**src/hdl/lcdbs_pkg.sv**
```systemverilog
// ----------------------------------------------------------------------------
// lcdbs_pkg
// Shared types and constants for the character LCD bus sequencer.
// ----------------------------------------------------------------------------
package lcdbs_pkg;

    localparam int TIMER_WIDTH_DEFAULT = 24;
    localparam int QUEUE_DEPTH_DEFAULT = 2;

    localparam int CFG_DATA_WIDTH  = 24;
    localparam int CFG_INDEX_WIDTH = 2;

    localparam logic [CFG_INDEX_WIDTH-1:0] REG_ENABLE_HIGH = 2'd0;
    localparam logic [CFG_INDEX_WIDTH-1:0] REG_ENABLE_LOW  = 2'd1;
    localparam logic [CFG_INDEX_WIDTH-1:0] REG_POWER_WAIT  = 2'd2;

    localparam logic [7:0]  ENABLE_HIGH_RESET = 8'd12;
    localparam logic [7:0]  ENABLE_LOW_RESET  = 8'd14;
    localparam logic [23:0] POWER_WAIT_RESET  = 24'd1000000;

    localparam logic [2:0] CMD_NONE     = 3'd0;
    localparam logic [2:0] CMD_INIT     = 3'd1;
    localparam logic [2:0] CMD_CHAR     = 3'd2;
    localparam logic [2:0] CMD_CURSOR   = 3'd3;
    localparam logic [2:0] CMD_POSITION = 3'd4;
    localparam logic [2:0] CMD_CLEAR    = 3'd5;
    localparam logic [2:0] CMD_HOME     = 3'd6;

    localparam logic [7:0] INSTR_FUNCTION_SET = 8'h38;
    localparam logic [7:0] INSTR_DISPLAY_ON   = 8'h0C;
    localparam logic [7:0] INSTR_CLEAR        = 8'h01;
    localparam logic [7:0] INSTR_HOME         = 8'h02;

    localparam int BUSY_BIT = 7;

    typedef enum logic [1:0] {
        KIND_NONE,
        KIND_INIT,
        KIND_WRITE
    } kind_t;

    typedef enum logic [2:0] {
        PH_IDLE,
        PH_POWER_WAIT,
        PH_POLL_HIGH,
        PH_POLL_LOW_BUSY,
        PH_POLL_LOW_FREE,
        PH_WRITE_HIGH,
        PH_WRITE_LOW
    } phase_t;

    typedef struct packed {
        kind_t      kind;
        logic [7:0] byte_val;
        logic       is_data;
        logic [7:0] bus;
    } queue_item_t;

    typedef struct packed {
        logic       reg_select;
        logic       read_write;
        logic       enable;
        logic [7:0] data_out;
        logic       data_drive;
        logic       power_on;
        logic       ready_res;
    } result_t;

    typedef struct packed {
        logic [7:0]  enable_high_ticks;
        logic [7:0]  enable_low_ticks;
        logic [23:0] power_wait_ticks;
    } cfg_t;

endpackage

```
**src/hdl/lcdbs_fifo.sv**
```systemverilog
// ----------------------------------------------------------------------------
// lcdbs_fifo
// Small register queue with registered occupancy, used between stages.
// ----------------------------------------------------------------------------
module lcdbs_fifo #(
    parameter int WIDTH = 1,
    parameter int DEPTH = 2
) (
    input  logic             clk,
    input  logic             rst_n,
    input  logic             push,
    input  logic [WIDTH-1:0] wdata,
    output logic             full,
    input  logic             pop,
    output logic [WIDTH-1:0] rdata,
    output logic             empty
);

    localparam int PTR_W = (DEPTH > 1) ? $clog2(DEPTH) : 1;
    localparam int CNT_W = $clog2(DEPTH + 1);

    logic [WIDTH-1:0] mem_reg [DEPTH];
    logic [PTR_W-1:0] wr_ptr_reg, wr_ptr_next;
    logic [PTR_W-1:0] rd_ptr_reg, rd_ptr_next;
    logic [CNT_W-1:0] count_reg, count_next;
    logic             do_push;
    logic             do_pop;

    assign full    = (count_reg == CNT_W'(DEPTH));
    assign empty   = (count_reg == '0);
    assign do_push = push && !full;
    assign do_pop  = pop && !empty;
    assign rdata   = mem_reg[rd_ptr_reg];

    always_comb
    begin
        wr_ptr_next = wr_ptr_reg;
        rd_ptr_next = rd_ptr_reg;
        count_next  = count_reg;
        if (do_push)
        begin
            wr_ptr_next = (wr_ptr_reg == PTR_W'(DEPTH - 1)) ? '0 : wr_ptr_reg + 1'b1;
        end
        if (do_pop)
        begin
            rd_ptr_next = (rd_ptr_reg == PTR_W'(DEPTH - 1)) ? '0 : rd_ptr_reg + 1'b1;
        end
        if (do_push && !do_pop)
        begin
            count_next = count_reg + 1'b1;
        end
        else if (do_pop && !do_push)
        begin
            count_next = count_reg - 1'b1;
        end
    end

    always_ff @(posedge clk or negedge rst_n)
    begin
        if (!rst_n)
        begin
            wr_ptr_reg <= '0;
            rd_ptr_reg <= '0;
            count_reg  <= '0;
        end
        else
        begin
            wr_ptr_reg <= wr_ptr_next;
            rd_ptr_reg <= rd_ptr_next;
            count_reg  <= count_next;
        end
    end

    always_ff @(posedge clk)
    begin
        if (do_push)
        begin
            mem_reg[wr_ptr_reg] <= wdata;
        end
    end

endmodule

```
**src/hdl/lcdbs_front.sv**
```systemverilog
// ----------------------------------------------------------------------------
// lcdbs_front
// Decodes a request into the byte to write and its kind.
// ----------------------------------------------------------------------------
module lcdbs_front (
    input  logic [2:0]                cmd,
    input  logic [7:0]                char_code,
    input  logic                      cursor_on,
    input  logic                      cursor_blink,
    input  logic                      row,
    input  logic [5:0]                column,
    input  logic [7:0]                bus_in,
    output lcdbs_pkg::queue_item_t    item
);

    import lcdbs_pkg::*;

    always_comb
    begin
        item.kind     = KIND_WRITE;
        item.byte_val = '0;
        item.is_data  = 1'b0;
        item.bus      = bus_in;
        case (cmd)
            CMD_INIT:
            begin
                item.kind = KIND_INIT;
            end
            CMD_CHAR:
            begin
                item.byte_val = char_code;
                item.is_data  = 1'b1;
            end
            CMD_CURSOR:
            begin
                item.byte_val = INSTR_DISPLAY_ON | {6'b0, cursor_on, cursor_blink};
            end
            CMD_POSITION:
            begin
                // Column is below 64, so the set-address sum never carries.
                item.byte_val = {1'b1, row, column};
            end
            CMD_CLEAR:
            begin
                item.byte_val = INSTR_CLEAR;
            end
            CMD_HOME:
            begin
                item.byte_val = INSTR_HOME;
            end
            default:
            begin
                item.kind = KIND_NONE;
            end
        endcase
    end

endmodule

```
**src/hdl/lcdbs_back.sv**
```systemverilog
// ----------------------------------------------------------------------------
// lcdbs_back
// Pin sequencer: power-up wait, busy polling and enable-strobed writes.
// ----------------------------------------------------------------------------
module lcdbs_back #(
    parameter int TIMER_WIDTH = 24
) (
    input  logic                   clk,
    input  logic                   rst_n,
    input  lcdbs_pkg::cfg_t        cfg,
    input  lcdbs_pkg::queue_item_t item,
    input  logic                   item_valid,
    output logic                   item_pop,
    input  logic                   res_full,
    output logic                   res_push,
    output lcdbs_pkg::result_t     res
);

    import lcdbs_pkg::*;

    phase_t                 phase_reg, phase_next;
    logic [TIMER_WIDTH-1:0] timer_reg, timer_next;
    logic [7:0]             byte_reg, byte_next;
    logic                   is_data_reg, is_data_next;
    logic                   second_reg, second_next;
    logic                   powered_reg, powered_next;
    logic                   step;
    logic [TIMER_WIDTH-1:0] lim_raw;
    logic [TIMER_WIDTH-1:0] lim;
    logic [TIMER_WIDTH:0]   timer_inc;
    logic                   done;
    logic [TIMER_WIDTH-1:0] timer_count;

    always_comb
    begin
        step     = item_valid && !res_full;
        item_pop = step;
        res_push = step;

        res.reg_select = 1'b0;
        res.read_write = 1'b0;
        res.enable     = 1'b0;
        res.data_out   = '0;
        res.data_drive = 1'b0;
        res.power_on   = powered_reg;
        res.ready_res  = (phase_reg == PH_IDLE);

        case (phase_reg)
            PH_POWER_WAIT:    lim_raw = TIMER_WIDTH'(cfg.power_wait_ticks);
            PH_POLL_HIGH:     lim_raw = TIMER_WIDTH'(cfg.enable_high_ticks);
            PH_WRITE_HIGH:    lim_raw = TIMER_WIDTH'(cfg.enable_high_ticks);
            PH_POLL_LOW_BUSY: lim_raw = TIMER_WIDTH'(cfg.enable_low_ticks);
            PH_POLL_LOW_FREE: lim_raw = TIMER_WIDTH'(cfg.enable_low_ticks);
            PH_WRITE_LOW:     lim_raw = TIMER_WIDTH'(cfg.enable_low_ticks);
            default:          lim_raw = '0;
        endcase
        lim         = (lim_raw == '0) ? TIMER_WIDTH'(1) : lim_raw;
        timer_inc   = {1'b0, timer_reg} + 1'b1;
        done        = (timer_inc >= {1'b0, lim});
        timer_count = done ? '0 : timer_inc[TIMER_WIDTH-1:0];

        case (phase_reg)
            PH_POLL_HIGH:
            begin
                res.read_write = 1'b1;
                res.enable     = 1'b1;
            end
            PH_POLL_LOW_BUSY,
            PH_POLL_LOW_FREE:
            begin
                res.read_write = 1'b1;
            end
            PH_WRITE_HIGH:
            begin
                res.enable     = 1'b1;
                res.reg_select = is_data_reg;
                res.data_out   = byte_reg;
                res.data_drive = 1'b1;
            end
            PH_WRITE_LOW:
            begin
                res.reg_select = is_data_reg;
                res.data_out   = byte_reg;
                res.data_drive = 1'b1;
            end
            default:
            begin
            end
        endcase

        phase_next   = phase_reg;
        timer_next   = timer_reg;
        byte_next    = byte_reg;
        is_data_next = is_data_reg;
        second_next  = second_reg;
        powered_next = powered_reg;

        if (step)
        begin
            case (phase_reg)
                PH_IDLE:
                begin
                    if (item.kind == KIND_INIT)
                    begin
                        powered_next = 1'b1;
                        second_next  = 1'b0;
                        timer_next   = '0;
                        phase_next   = PH_POWER_WAIT;
                    end
                    else if (powered_reg && item.kind == KIND_WRITE)
                    begin
                        byte_next    = item.byte_val;
                        is_data_next = item.is_data;
                        timer_next   = '0;
                        phase_next   = PH_POLL_HIGH;
                    end
                end
                PH_POWER_WAIT:
                begin
                    timer_next = timer_count;
                    if (done)
                    begin
                        second_next  = 1'b1;
                        byte_next    = INSTR_FUNCTION_SET;
                        is_data_next = 1'b0;
                        phase_next   = PH_POLL_HIGH;
                    end
                end
                PH_POLL_HIGH:
                begin
                    timer_next = timer_count;
                    if (done)
                    begin
                        phase_next = item.bus[BUSY_BIT] ? PH_POLL_LOW_BUSY : PH_POLL_LOW_FREE;
                    end
                end
                PH_POLL_LOW_BUSY:
                begin
                    timer_next = timer_count;
                    if (done)
                    begin
                        phase_next = PH_POLL_HIGH;
                    end
                end
                PH_POLL_LOW_FREE:
                begin
                    timer_next = timer_count;
                    if (done)
                    begin
                        phase_next = PH_WRITE_HIGH;
                    end
                end
                PH_WRITE_HIGH:
                begin
                    timer_next = timer_count;
                    if (done)
                    begin
                        phase_next = PH_WRITE_LOW;
                    end
                end
                PH_WRITE_LOW:
                begin
                    timer_next = timer_count;
                    if (done)
                    begin
                        if (second_reg)
                        begin
                            second_next  = 1'b0;
                            byte_next    = INSTR_DISPLAY_ON;
                            is_data_next = 1'b0;
                            phase_next   = PH_POLL_HIGH;
                        end
                        else
                        begin
                            phase_next = PH_IDLE;
                        end
                    end
                end
                default:
                begin
                    phase_next = PH_IDLE;
                    timer_next = '0;
                end
            endcase
        end
    end

    always_ff @(posedge clk or negedge rst_n)
    begin
        if (!rst_n)
        begin
            phase_reg   <= PH_IDLE;
            timer_reg   <= '0;
            byte_reg    <= '0;
            is_data_reg <= 1'b0;
            second_reg  <= 1'b0;
            powered_reg <= 1'b0;
        end
        else
        begin
            phase_reg   <= phase_next;
            timer_reg   <= timer_next;
            byte_reg    <= byte_next;
            is_data_reg <= is_data_next;
            second_reg  <= second_next;
            powered_reg <= powered_next;
        end
    end

endmodule

```
**src/hdl/char_lcd_bus_sequencer_unit.sv**
```systemverilog
// ----------------------------------------------------------------------------
// char_lcd_bus_sequencer_unit
// Character LCD 8-bit bus sequencer; one input word is one sequencer tick.
//
//   Channel   Handshake            Contents
//   input     push / full          cmd, char_code, cursor_on, cursor_blink,
//                                  row, column, bus_in
//   result    empty / pop          reg_select, read_write, enable, data_out,
//                                  data_drive, power_on, ready_res
//   config    cfg_wr_en            cfg_index, cfg_wdata
//
// One word is taken per cycle while the input queue is not full; each word
// yields one result word (input queue, then sequencer into result queue).
// The sequencer steps once per word, and only while the result queue has room.
// Reset clears both queues and the sequencer and loads the default counts.
// Either side may stall; the queues hold words until the other side moves.
// ----------------------------------------------------------------------------
module char_lcd_bus_sequencer_unit #(
    parameter int TIMER_WIDTH = lcdbs_pkg::TIMER_WIDTH_DEFAULT,
    parameter int QUEUE_DEPTH = lcdbs_pkg::QUEUE_DEPTH_DEFAULT
) (
    input  logic                                  clk,
    input  logic                                  rst_n,
    input  logic                                  push,
    output logic                                  full,
    input  logic [2:0]                            cmd,
    input  logic [7:0]                            char_code,
    input  logic                                  cursor_on,
    input  logic                                  cursor_blink,
    input  logic                                  row,
    input  logic [5:0]                            column,
    input  logic [7:0]                            bus_in,
    output logic                                  empty,
    input  logic                                  pop,
    output logic                                  reg_select,
    output logic                                  read_write,
    output logic                                  enable,
    output logic [7:0]                            data_out,
    output logic                                  data_drive,
    output logic                                  power_on,
    output logic                                  ready_res,
    input  logic                                  cfg_wr_en,
    input  logic [lcdbs_pkg::CFG_INDEX_WIDTH-1:0] cfg_index,
    input  logic [lcdbs_pkg::CFG_DATA_WIDTH-1:0]  cfg_wdata
);

    import lcdbs_pkg::*;

    localparam int ITEM_W = $bits(queue_item_t);
    localparam int RES_W  = $bits(result_t);

    cfg_t              cfg_reg, cfg_next;
    queue_item_t       front_item;
    queue_item_t       back_item;
    logic [ITEM_W-1:0] q_rdata;
    logic              q_empty;
    logic              q_pop;
    result_t           back_res;
    logic              res_push;
    logic              res_full;
    logic [RES_W-1:0]  res_rdata;
    result_t           res_head;

    always_comb
    begin
        cfg_next = cfg_reg;
        if (cfg_wr_en)
        begin
            case (cfg_index)
                REG_ENABLE_HIGH: cfg_next.enable_high_ticks = cfg_wdata[7:0];
                REG_ENABLE_LOW:  cfg_next.enable_low_ticks  = cfg_wdata[7:0];
                REG_POWER_WAIT:  cfg_next.power_wait_ticks  = cfg_wdata[23:0];
                default:         cfg_next = cfg_reg;
            endcase
        end
    end

    always_ff @(posedge clk or negedge rst_n)
    begin
        if (!rst_n)
        begin
            cfg_reg.enable_high_ticks <= ENABLE_HIGH_RESET;
            cfg_reg.enable_low_ticks  <= ENABLE_LOW_RESET;
            cfg_reg.power_wait_ticks  <= POWER_WAIT_RESET;
        end
        else
        begin
            cfg_reg <= cfg_next;
        end
    end

    lcdbs_front u_front (
        .cmd          (cmd),
        .char_code    (char_code),
        .cursor_on    (cursor_on),
        .cursor_blink (cursor_blink),
        .row          (row),
        .column       (column),
        .bus_in       (bus_in),
        .item         (front_item)
    );

    lcdbs_fifo #(
        .WIDTH (ITEM_W),
        .DEPTH (QUEUE_DEPTH)
    ) u_item_queue (
        .clk   (clk),
        .rst_n (rst_n),
        .push  (push),
        .wdata (front_item),
        .full  (full),
        .pop   (q_pop),
        .rdata (q_rdata),
        .empty (q_empty)
    );

    assign back_item = queue_item_t'(q_rdata);

    lcdbs_back #(
        .TIMER_WIDTH (TIMER_WIDTH)
    ) u_back (
        .clk        (clk),
        .rst_n      (rst_n),
        .cfg        (cfg_reg),
        .item       (back_item),
        .item_valid (!q_empty),
        .item_pop   (q_pop),
        .res_full   (res_full),
        .res_push   (res_push),
        .res        (back_res)
    );

    lcdbs_fifo #(
        .WIDTH (RES_W),
        .DEPTH (QUEUE_DEPTH)
    ) u_result_queue (
        .clk   (clk),
        .rst_n (rst_n),
        .push  (res_push),
        .wdata (back_res),
        .full  (res_full),
        .pop   (pop),
        .rdata (res_rdata),
        .empty (empty)
    );

    assign res_head   = result_t'(res_rdata);
    assign reg_select = res_head.reg_select;
    assign read_write = res_head.read_write;
    assign enable     = res_head.enable;
    assign data_out   = res_head.data_out;
    assign data_drive = res_head.data_drive;
    assign power_on   = res_head.power_on;
    assign ready_res  = res_head.ready_res;

endmodule

```
**config.mk**
```make
export PLATFORM = sky130hd
export DESIGN_NAME = char_lcd_bus_sequencer_unit
export DESIGN_NICKNAME = d
export VERILOG_FILES = /design/src/hdl/lcdbs_pkg.sv /design/src/hdl/lcdbs_fifo.sv /design/src/hdl/lcdbs_front.sv /design/src/hdl/lcdbs_back.sv /design/src/hdl/char_lcd_bus_sequencer_unit.sv
export SDC_FILE = /design/constraint.sdc
export NUM_CORES = 1
export LEC_CHECK = 0
export BUFFER_PORTS_ARGS = -buffer_cell sky130_fd_sc_hd__buf_2
export CAP_MARGIN = 40
export CORE_ASPECT_RATIO = 2
export CORE_MARGIN = 8
export CORE_UTILIZATION = 30
export CTS_CLUSTER_SIZE = 40
export DETAILED_ROUTE_END_ITERATION = 16
export GPL_TIMING_DRIVEN = 0
export PLACE_DENSITY = 0.53
export SLEW_MARGIN = 15
export SYNTH_ARGS = -nofsm -noshare
export SYNTH_HDL_FRONTEND = slang
export SYNTH_SLANG_ARGS = --single-unit
```
**constraint.sdc**
```tcl
create_clock -name clk -period 9.6 [get_ports clk]
set_clock_uncertainty 0.2 [all_clocks]
set_input_delay 0.48 -clock clk [delete_from_list [all_inputs] [get_ports clk]]
set_output_delay 0.48 -clock clk [all_outputs]
set_load 0.005 [all_outputs]
```
==> results of run 1 <==
==> cell usage in the layout, fill, tap and decap left out, types with 3 or more instances in the layout <==
| master | Yosys | final |
|---|---|---|
| buf_2 | 3 | 68 |
| a21o_1 | 10 | 10 |
| and4_1 | 3 | 3 |
| buf_6 | 6 | 7 |
| edfxtp_1 | 52 | 52 |
| inv_6 | 0 | 4 |
| clkbuf_16 | 0 | 17 |
| mux2_2 | 69 | 69 |
| mux2i_1 | 5 | 5 |
| mux2_4 | 3 | 3 |
| a22oi_1 | 13 | 13 |
| a31oi_1 | 4 | 4 |
| inv_8 | 0 | 5 |
| o21ai_0 | 18 | 18 |
| nand3_1 | 21 | 21 |
| o21ai_1 | 10 | 10 |
| nor2_1 | 27 | 25 |
| nor3_1 | 5 | 5 |
| dfrtp_1 | 74 | 74 |
| nand2_1 | 62 | 62 |
| nand2b_1 | 4 | 4 |
| nor2_2 | 2 | 4 |
| and3_1 | 10 | 10 |
| dfstp_2 | 12 | 12 |
| nor2b_1 | 9 | 9 |
| a21oi_1 | 18 | 18 |
| xnor2_1 | 23 | 23 |
| xor2_1 | 9 | 9 |
| a22o_1 | 7 | 7 |
| a2bb2oi_1 | 3 | 3 |
| inv_1 | 18 | 18 |
| ha_1 | 27 | 27 |
| a31o_2 | 5 | 5 |
| and2_1 | 17 | 17 |
| a221oi_1 | 8 | 8 |
| o22ai_1 | 6 | 6 |
| clkbuf_1 | 18 | 18 |
| nand4_1 | 15 | 15 |
==> power by group <==
group	internal (uW)	total (uW)	leakage (uW)	switching, uW
Sequential	819	898	0.00156	79.4
Clock	346	640	0.000284	294
Combinational	367	887	0.00175	520
==> per-layer routing <==
metal  up-vias  global-route usage
li1       2493                   -
met2        83               0.254
met1      2513               0.119
met3        31              0.0265
met5         -                   0
met4         0              0.0680
==> worst max-delay path by stage <==
stage,endpoint,slack [ns],cells after the start,startpoint
floorplan,u_back.byte_reg[2]$_DFFE_PN0P_,5.89,17,u_back.phase_reg[0]$_DFFE_PN0P_
global placement,u_back.timer_reg[5]$_DFFE_PN0P_,4.98,14,u_back.timer_reg[0]$_DFFE_PN0P_
detailed placement,u_back.timer_reg[5]$_DFFE_PN0P_,5.02,14,u_back.timer_reg[0]$_DFFE_PN0P_
CTS,u_back.timer_reg[5]$_DFFE_PN0P_,4.98,14,u_back.timer_reg[0]$_DFFE_PN0P_
global route,u_back.timer_reg[5]$_DFFE_PN0P_,4.71,14,u_back.timer_reg[0]$_DFFE_PN0P_
finish,u_back.timer_reg[5]$_DFFE_PN0P_,4.96,14,u_back.timer_reg[0]$_DFFE_PN0P_
==> final cells by class <==
| type | instances | area (um^2) |
|---|---|---|
| clock inverters | 15 | 154 |
| multi-input cells | 441 | 3280 |
| repair buffers | 70 | 389 |
| flip-flops and latches | 138 | 3730 |
| plain buffers | 28 | 154 |
| clock buffers | 17 | 425 |
| fillers | 2367 | 15200 |
| well taps | 287 | 359 |
| inverters | 18 | 67.6 |
==> metrics by stage <==
stage | instances | utilization | hold slack [ns] | setup slack (ns)
after floorplan | 625 | - | -0.0156 | 5.89
after global placement | 978 | 0.333 | 0.279 | 4.98
after detailed placement | 981 | 0.336 | 0.289 | 5.02
after CTS | 1014 | 0.361 | 0.0506 | 4.98
after global routing | 1014 | 0.361 | 0.0581 | 4.71
final | 1014 | 0.361 | 0.0652 | 4.96
==> cells by family (layout without fill, tap and decap cells) <==
kind of cell    count (synthesis)  in the layout
compound gates                122            122
xor+xnor                       32             32
fa+ha+maj                      27             27
buf+inv                        46            148
flops                         138            138
mux                            77             77
simple gates                  183            183
==> repair_timing <==
action,4_1_cts,5_1_grt
hold buffers,1,0
endpoints found under the hold margin,35,0
setup buffers,0,0
==> flow_summary.json, run 1 <==
{
  "synth_ff_type": "dfrtp_1",
  "synth_top_family_by_area": "simple AND/OR/NAND/NOR gates",
  "track_usage": 0.129,
  "tightestPinTransition_ns": 0.794,
  "timing.reg2reg.setup_slack_ns": 4.96,
  "syn_inst": 625,
  "ctsResizeCount": 0,
  "hold_end": "u_item_queue.mem_reg[0][7]$_DFFE_PP_",
  "die_h_um": 235,
  "muxShareOfSynthArea": 0.121,
  "antenna_found_initial": 0,
  "cts_tree": "done",
  "wl_um": 18200,
  "p_leak_uw": 0.00360,
  "hp-start": "bus_in[7]",
  "synth.distinct_cells": 60,
  "drive_above_1_share": 0.290,
  "dieWidth_um": 126,
  "largest_reg_flops": 40,
  "clk_latency_ns": 0.43,
  "avgSynthCellArea_um2": 11.6,
  "area_delta_synth_final_pct": 18.5,
  "synth.most_common_cell": "dfrtp_1",
  "wl_met1_um": 6460,
  "synth_compound_area_frac": 0.121,
  "powerDensity_mw_per_mm2": 283,
  "netlist_area_mm2": 0.00722,
  "wire_per_inst_um": 17.9,
  "diodes": 0,
  "yosys.area.top_type_share": 0.256,
  "hold_class": "primary input to register",
  "drc_errors": 0,
  "synth-xor-area-share": 0.0388,
  "nNetsFinal": 800,
  "dp_hpwl_um": 14100,
  "critPathTopFamily": "simple AND/OR/NAND/NOR gates",
  "slew_viol_final": 0,
  "postPlaceCellArea_mm2": 0.00797,
  "grt_overflow_total": 0,
  "seq_area_frac_synth": 0.516,
  "start_util": 0.304,
  "synth-simple-area-share": 0.126,
  "top_layer": "met4",
  "globalplace.congestion": 0.819,
  "route.met2.wl_um": 10600,
  "drt_first_pass_iters": 4,
  "p_total_uw": 2420,
  "grt_pass1_wl_um": 29500,
  "endpoint_kind": "register",
  "r2r_start": "u_back.timer_reg[0]$_DFFE_PN0P_",
  "port_buffers": 66,
  "critical_path_required_ns": 9.67,
  "critical_path_arrival_ns": 4.71,
  "reg2reg_to": "u_back.timer_reg[5]$_DFFE_PN0P_",
  "dr_total_vias": 5120,
  "dieArea_mm2": 0.0296,
  "synth_edf_count": 52,
  "max_freq_mhz": 216,
  "syn-num-nets": 711,
  "status": "complete, no violations",
  "critPathMaxFanout": 10,
  "period_minus_slack_ns": 4.64,
  "final.setup.tns_ns": 0,
  "path_buf_inv": 2,
  "fin_area_mm2": 0.00856,
  "period_share": 0.483,
  "synthTopCellsByArea": "dfrtp_1 26%, edfxtp_1 22%, mux2_2 11%",
  "synthArstFlopShare": 0.623,
  "rsz0062_at_grt": "no",
  "critPathMaxStageDelay_ns": 0.51,
  "maxCapViolations": 0,
  "whs_path_depth": 1,
  "yosys.area.top_type": "dfrtp_1",
  "cts-root-buf": "clkbuf_16",
  "cts_sinks": 138,
  "io_pins": 75,
  "setup_viol": 0,
  "grt_max_degree": 45,
  "worstPathCellList": "ha_1 -> nand4_1 -> nor3_2 -> and3_1 -> clkbuf_1 -> xor2_1 -> ha_1 -> nand4_1 -> nor2_1 -> o311a_1 -> o311ai_1 -> nand3_1 -> clkbuf_1 -> o22ai_1",
  "yosys_warnings": 0,
  "synthAdderAreaFrac": 0.0468,
  "drt-initial-drc-count": 239,
  "crit_path_top_delay_cell": "clkbuf_1",
  "startpoint_type": "register",
  "critPathKind": "register to register",
  "ir_worst_vdd_mv": 0.103,
  "worstRegToRegCells": 14,
  "slew_headroom": 0.466,
  "ant_nets": 0,
  "synthTopCellsByCount": "74 x dfrtp_1, 69 x mux2_2, 62 x nand2_1",
  "rows": 80,
  "cts_made_buffers": 17,
  "ys_ff_latch": 138,
  "hold_viol_final": 0,
  "vias_per_cell": 5.05,
  "htreeDepth": 4,
  "dr_wl_met3_um": 497,
  "grt_pass1_vias": 5496,
  "path_clk_slew_ns": 0.07,
  "clockBufferDepth": 2,
  "core_mm2": 0.0237
}
Power figures use the tool's default switching activity.
==> run 2, diff against run 1 <==
- clock period: 9.6 -> 4.7 ns (I/O delays scaled with it)
==> run 2 against run 1 <==
Non-clock buffer count up 40. Sequential power up 100%. Largest power group is now combinational cells. Die area unchanged. Global-route usage up 0.22 points. Cell count up 3.9%. Critical path type unchanged. Cell area up 4.9%. Worst hold slack worse by 0.029 ns. Routed wire length up 1.5%. Count of clock-buffer cells in the layout unchanged. Setup slack worse by 4.8 ns. Highest routed layer unchanged. Clock power up 100%.
==> flow_summary.json, run 2 (synthesis gave the netlist of run 1 again) <==
{
  "status": "complete, no violations",
  "cts-root-buf": "clkbuf_16",
  "period_share": 0.958,
  "cts_made_buffers": 17,
  "grt_overflow_total": 0,
  "critical_path_arrival_ns": 4.62,
  "drive_above_1_share": 0.279,
  "rsz0062_at_grt": "no",
  "powerDensity_mw_per_mm2": 556,
  "dieWidth_um": 126,
  "layout_commonest_cell": "dfrtp_1",
  "grt_pass1_vias": 5682,
  "port_buffers": 66,
  "core_mm2": 0.0237,
  "nNetsFinal": 840,
  "ant_nets": 0,
  "drt_first_pass_iters": 4,
  "maxCapViolations": 0,
  "dp_hpwl_um": 14100,
  "setup_viol": 0,
  "tightestPinTransition_ns": 0.786,
  "final.setup.tns_ns": 0,
  "critPathMaxStageDelay_ns": 0.47,
  "grt_max_degree": 45,
  "path_clk_slew_ns": 0.07,
  "startpoint_type": "register",
  "p_leak_uw": 0.00378,
  "crit_path_top_delay_cell": "dfrtp_1",
  "antenna_found_initial": 0,
  "final_cell_mix": "74 x dfrtp_1, 69 x mux2_2, 68 x buf_2, 62 x nand2_1, 52 x edfxtp_1",
  "track_usage": 0.131,
  "ir_worst_vdd_mv": 0.209,
  "die_h_um": 235,
  "slew_headroom": 0.472,
  "clk_latency_ns": 0.43,
  "endpoint_kind": "register",
  "critPathKind": "register to register",
  "hold_class": "primary input to register",
  "rows": 80,
  "wire_per_inst_um": 17.5,
  "critPathTopFamily": "simple AND/OR/NAND/NOR gates",
  "path_buf_inv": 1,
  "hold_viol_final": 0,
  "clockBufferDepth": 2,
  "htreeDepth": 4,
  "critical_path_required_ns": 4.81,
  "max_freq_mhz": 222,
  "cts_sinks": 138,
  "grt_pass1_wl_um": 30200,
  "diodes": 0,
  "drc_errors": 0,
  "globalplace.congestion": 0.819,
  "cts_tree": "done",
  "vias_per_cell": 5.00,
  "area_delta_synth_final_pct": 24.4,
  "dr_total_vias": 5265,
  "fin_util": 0.379,
  "io_pins": 75,
  "worstPathCellList": "ha_1 -> nand4_1 -> nor3_2 -> and3_1 -> clkbuf_1 -> xor2_1 -> ha_1 -> nand4_1 -> nor2_1 -> o311a_1 -> o311a_1 -> o2111ai_2 -> a31oi_4 -> mux2_4",
  "start_util": 0.304,
  "largest_reg_flops": 40,
  "slew_viol_final": 0,
  "critPathMaxFanout": 7,
  "wl_um": 18400,
  "period_minus_slack_ns": 4.50,
  "drt-initial-drc-count": 253,
  "dieArea_mm2": 0.0296
}
-- run 2: changes by cell type in the layout (fill, tap and decap cells not counted), sizes merged --
cell,change
dlygate4sd3,+39
buf,+1
-- run 2: power breakdown --
part | total [uW] | leakage, uW | internal (uW) | switching [uW]
Sequential | 1830 | 0.00156 | 1670 | 162
Clock | 1310 | 0.000284 | 707 | 600
Combinational | 1850 | 0.00193 | 779 | 1080
-- run 2: final timing paths --
kind / to / cells after the start / start / slack, ns
worst min register to register: u_item_queue.wr_ptr_reg$_DFFE_PN0P_ / 1 / u_item_queue.wr_ptr_reg$_DFFE_PN0P_ / 0.30
max in group asynchronous: cfg_reg[26]$_DFFE_PN1P_ / 3 / rst_n / 3.45
min in group asynchronous: cfg_reg[29]$_DFFE_PN0P_ / 2 / rst_n / 0.16
worst max-delay path: u_back.byte_reg[4]$_DFFE_PN0P_ / 14 / u_back.timer_reg[0]$_DFFE_PN0P_ / 0.20
worst min-delay path: u_item_queue.mem_reg[0][18]$_DFFE_PP_ / 2 / cmd[2] / 0.04
worst max register to register: u_back.byte_reg[4]$_DFFE_PN0P_ / 14 / u_back.timer_reg[0]$_DFFE_PN0P_ / 0.20
-- run 2: metal layers --
layer,global-route usage,vias up,share of wire
met5,0,-,0
met3,0.0261,32,0.024
met4,0.0695,0,0.031
met2,0.259,78,0.59
met1,0.121,2579,0.36
li1,-,2576,-
-- run 2: area by class of cell --
type | instances | area, um^2
fillers | 2337 | 14700
flip-flops and latches | 138 | 3730
multi-input cells | 441 | 3290
repair buffers | 110 | 800
clock buffers | 17 | 425
well taps | 287 | 359
plain buffers | 28 | 155
clock inverters | 15 | 154
inverters | 18 | 67.6
-- run 2: metrics by stage --
step	instance area, um^2	power (uW)	worst slack, ns	hold slack [ns]	cells
2_1_floorplan	7220	3080	0.985	-0.261	625
3_5_place_dp	7970	3710	0.123	0.0843	981
5_1_grt	8980	5350	0.0708	0.0358	1054
6_report	8980	5000	0.197	0.0358	1054
4_1_cts	8950	5060	0.0839	0.0234	1053
3_3_place_gp	7910	3680	0.0845	0.261	978
-- run 2: what timing repair did --
action | 4_1_cts | 5_1_grt
resized for setup | 0 | 4
hold buffers | 40 | 0
buffers inserted | 0 | 1
endpoints found under the setup margin | 0 | 21
endpoints found under the hold margin | 93 | 0
==> run 3, diff against run 2 <==
- CTS_CLUSTER_DIAMETER: not set -> 50
- clock period: 4.7 -> 4.8 ns (I/O delays scaled with it)
==> run 3 against run 2 <==
Clock power is essentially flat. Critical endpoint is now u_back.byte_reg[5]$_DFFE_PN0P_. Via count shrank 0.25%. Routed wire length down 0.12%. Sequential cell count unchanged.
==> flow_summary.json, run 3 (synthesis gave the netlist of run 1 again) <==
{
  "slew_headroom": 0.469,
  "powerDensity_mw_per_mm2": 546,
  "post_cts_buffers": 0,
  "nNetsFinal": 839,
  "globalplace.congestion": 0.819,
  "die_h_um": 235,
  "wl_um": 18400,
  "drt-initial-drc-count": 269,
  "vias_per_cell": 4.99,
  "rows": 80,
  "layout_commonest_cell": "dfrtp_1",
  "max_freq_mhz": 217,
  "port_buffers": 66,
  "switching_power_uw": 1800,
  "rsz0062_at_grt": "no",
  "core_mm2": 0.0237,
  "track_usage": 0.131,
  "drive_above_1_share": 0.277,
  "fin_util": 0.377,
  "cts_made_buffers": 17,
  "status": "complete, no violations",
  "tightestPinTransition_ns": 0.791,
  "clockBufferDepth": 2,
  "dieWidth_um": 126,
  "htreeDepth": 4,
  "cts-root-buf": "clkbuf_16",
  "drc_errors": 0,
  "wire_per_inst_um": 17.5,
  "ant_nets": 0,
  "setup_viol": 0,
  "start_util": 0.304,
  "dieArea_mm2": 0.0296,
  "slew_viol_final": 0,
  "final_cell_mix": "74 x dfrtp_1, 69 x mux2_2, 68 x buf_2, 62 x nand2_1, 52 x edfxtp_1",
  "dp_hpwl_um": 14100,
  "grt_pass1_wl_um": 30200,
  "startpoint_type": "register",
  "ir_worst_vdd_mv": 0.205,
  "nFillCells": 2339,
  "hold_viol_final": 0,
  "critical_path_arrival_ns": 4.73,
  "grt_max_degree": 45,
  "hold_class": "primary input to register",
  "swShare": 0.368,
  "critPathMaxFanout": 9,
  "critical_path_required_ns": 4.92,
  "cts_sinks": 138,
  "period_share": 0.961,
  "area_delta_synth_final_pct": 24.0,
  "grt_pass1_vias": 5682,
  "endpoint_kind": "register",
  "cell_internal_pwr_uw": 3090,
  "diodes": 0,
  "seqPwrFrac": 0.367,
  "cts_tree": "done",
  "dr_total_vias": 5252,
  "largest_reg_flops": 40,
  "period_minus_slack_ns": 4.62,
  "final.setup.tns_ns": 0,
  "io_pins": 75,
  "drt_first_pass_iters": 4,
  "grt_overflow_total": 0,
  "clk_latency_ns": 0.43,
  "antenna_found_initial": 0,
  "power_frac_comb": 0.371,
  "critPathKind": "register to register",
  "p_clk_frac": 0.262,
  "p_leak_uw": 0.00376,
  "path_clk_slew_ns": 0.07,
  "maxCapViolations": 0
}
-- run 3: cell types whose count changed in the layout (fill, tap and decap cells not counted) --
cell and change:
nand3_1 +1, buf_12 -1, nand3_2 -1
-- run 3: worst paths after layout --
path	from	to	slack (ns)	cells after the start
max	u_back.timer_reg[0]$_DFFE_PN0P_	u_back.byte_reg[5]$_DFFE_PN0P_	0.18	14
min	cmd[2]	u_item_queue.mem_reg[0][18]$_DFFE_PP_	0.04	2
max reg2reg	u_back.timer_reg[0]$_DFFE_PN0P_	u_back.byte_reg[5]$_DFFE_PN0P_	0.18	14
min reg2reg	u_item_queue.wr_ptr_reg$_DFFE_PN0P_	u_item_queue.wr_ptr_reg$_DFFE_PN0P_	0.30	1
max in group asynchronous	rst_n	cfg_reg[26]$_DFFE_PN1P_	3.55	3
min in group asynchronous	rst_n	cfg_reg[29]$_DFFE_PN0P_	0.16	2
-- run 3: stage by stage --
| stage | cell area (um^2) | std cells | hold WS, ns | setup WS [ns] | total power, uW |
|---|---|---|---|---|---|
| 2_1_floorplan | 7220 | 625 | -0.256 | 1.09 | 3020 |
| 3_3_place_gp | 7910 | 978 | 0.266 | 0.184 | 3600 |
| 3_5_place_dp | 7970 | 981 | 0.0893 | 0.223 | 3630 |
| 4_1_cts | 8950 | 1053 | 0.0284 | 0.184 | 4960 |
| 5_1_grt | 8950 | 1053 | 0.0408 | 0.0612 | 5230 |
| 6_report | 8950 | 1053 | 0.0397 | 0.185 | 4890 |
-- run 3: area by class of cell --
cell class	count	area, um^2	area share
Sequential cell	138	3730	0.416
Buffer	28	155	0.0173
Tap cell	287	359	0.0401
Clock inverter	15	154	0.0172
Multi-Input combinational cell	441	3290	0.367
Inverter	18	67.6	0.00755
Timing Repair Buffer	109	779	0.0870
Clock buffer	17	425	0.0475
-- run 3: power groups by stage --
| stage | registers, uW | clock network (uW) | logic, uW |
|---|---|---|---|
| 3_3_place_gp | 1810 | 0 | 1790 |
| 2_1_floorplan | 1770 | 0 | 1250 |
| 6_report | 1800 | 1280 | 1810 |
| 3_5_place_dp | 1820 | 0 | 1810 |
| 4_1_cts | 1800 | 1310 | 1840 |
| 5_1_grt | 1840 | 1370 | 2020 |
-- run 3: repair_timing --
item,in CTS,in global routing
gates resized for setup,0,3
hold buffers,40,0
endpoints found under the hold margin,93,0
endpoints found under the setup margin,0,15
-- run 3: per-layer routing --
metal	GRT usage	vias up	wire length, um
met2	0.259	80	10800
met4	0.0695	0	610
met5	0	-	0
met1	0.121	2565	6490
li1	-	2573	-
met3	0.0261	34	475
-- run 3: worst max-delay path, cell delays in order, from the launching register on --
cell and delay [ns]:
dfrtp_1 0.47, ha_1 0.37, nand4_1 0.16, nor3_2 0.33, and3_1 0.22, clkbuf_1 0.26, xor2_1 0.37, ha_1 0.25
nand4_1 0.14, nor2_1 0.30, o311a_1 0.29, o311a_1 0.25, o2111ai_2 0.16, a31oi_4 0.39, mux2_4 0.33
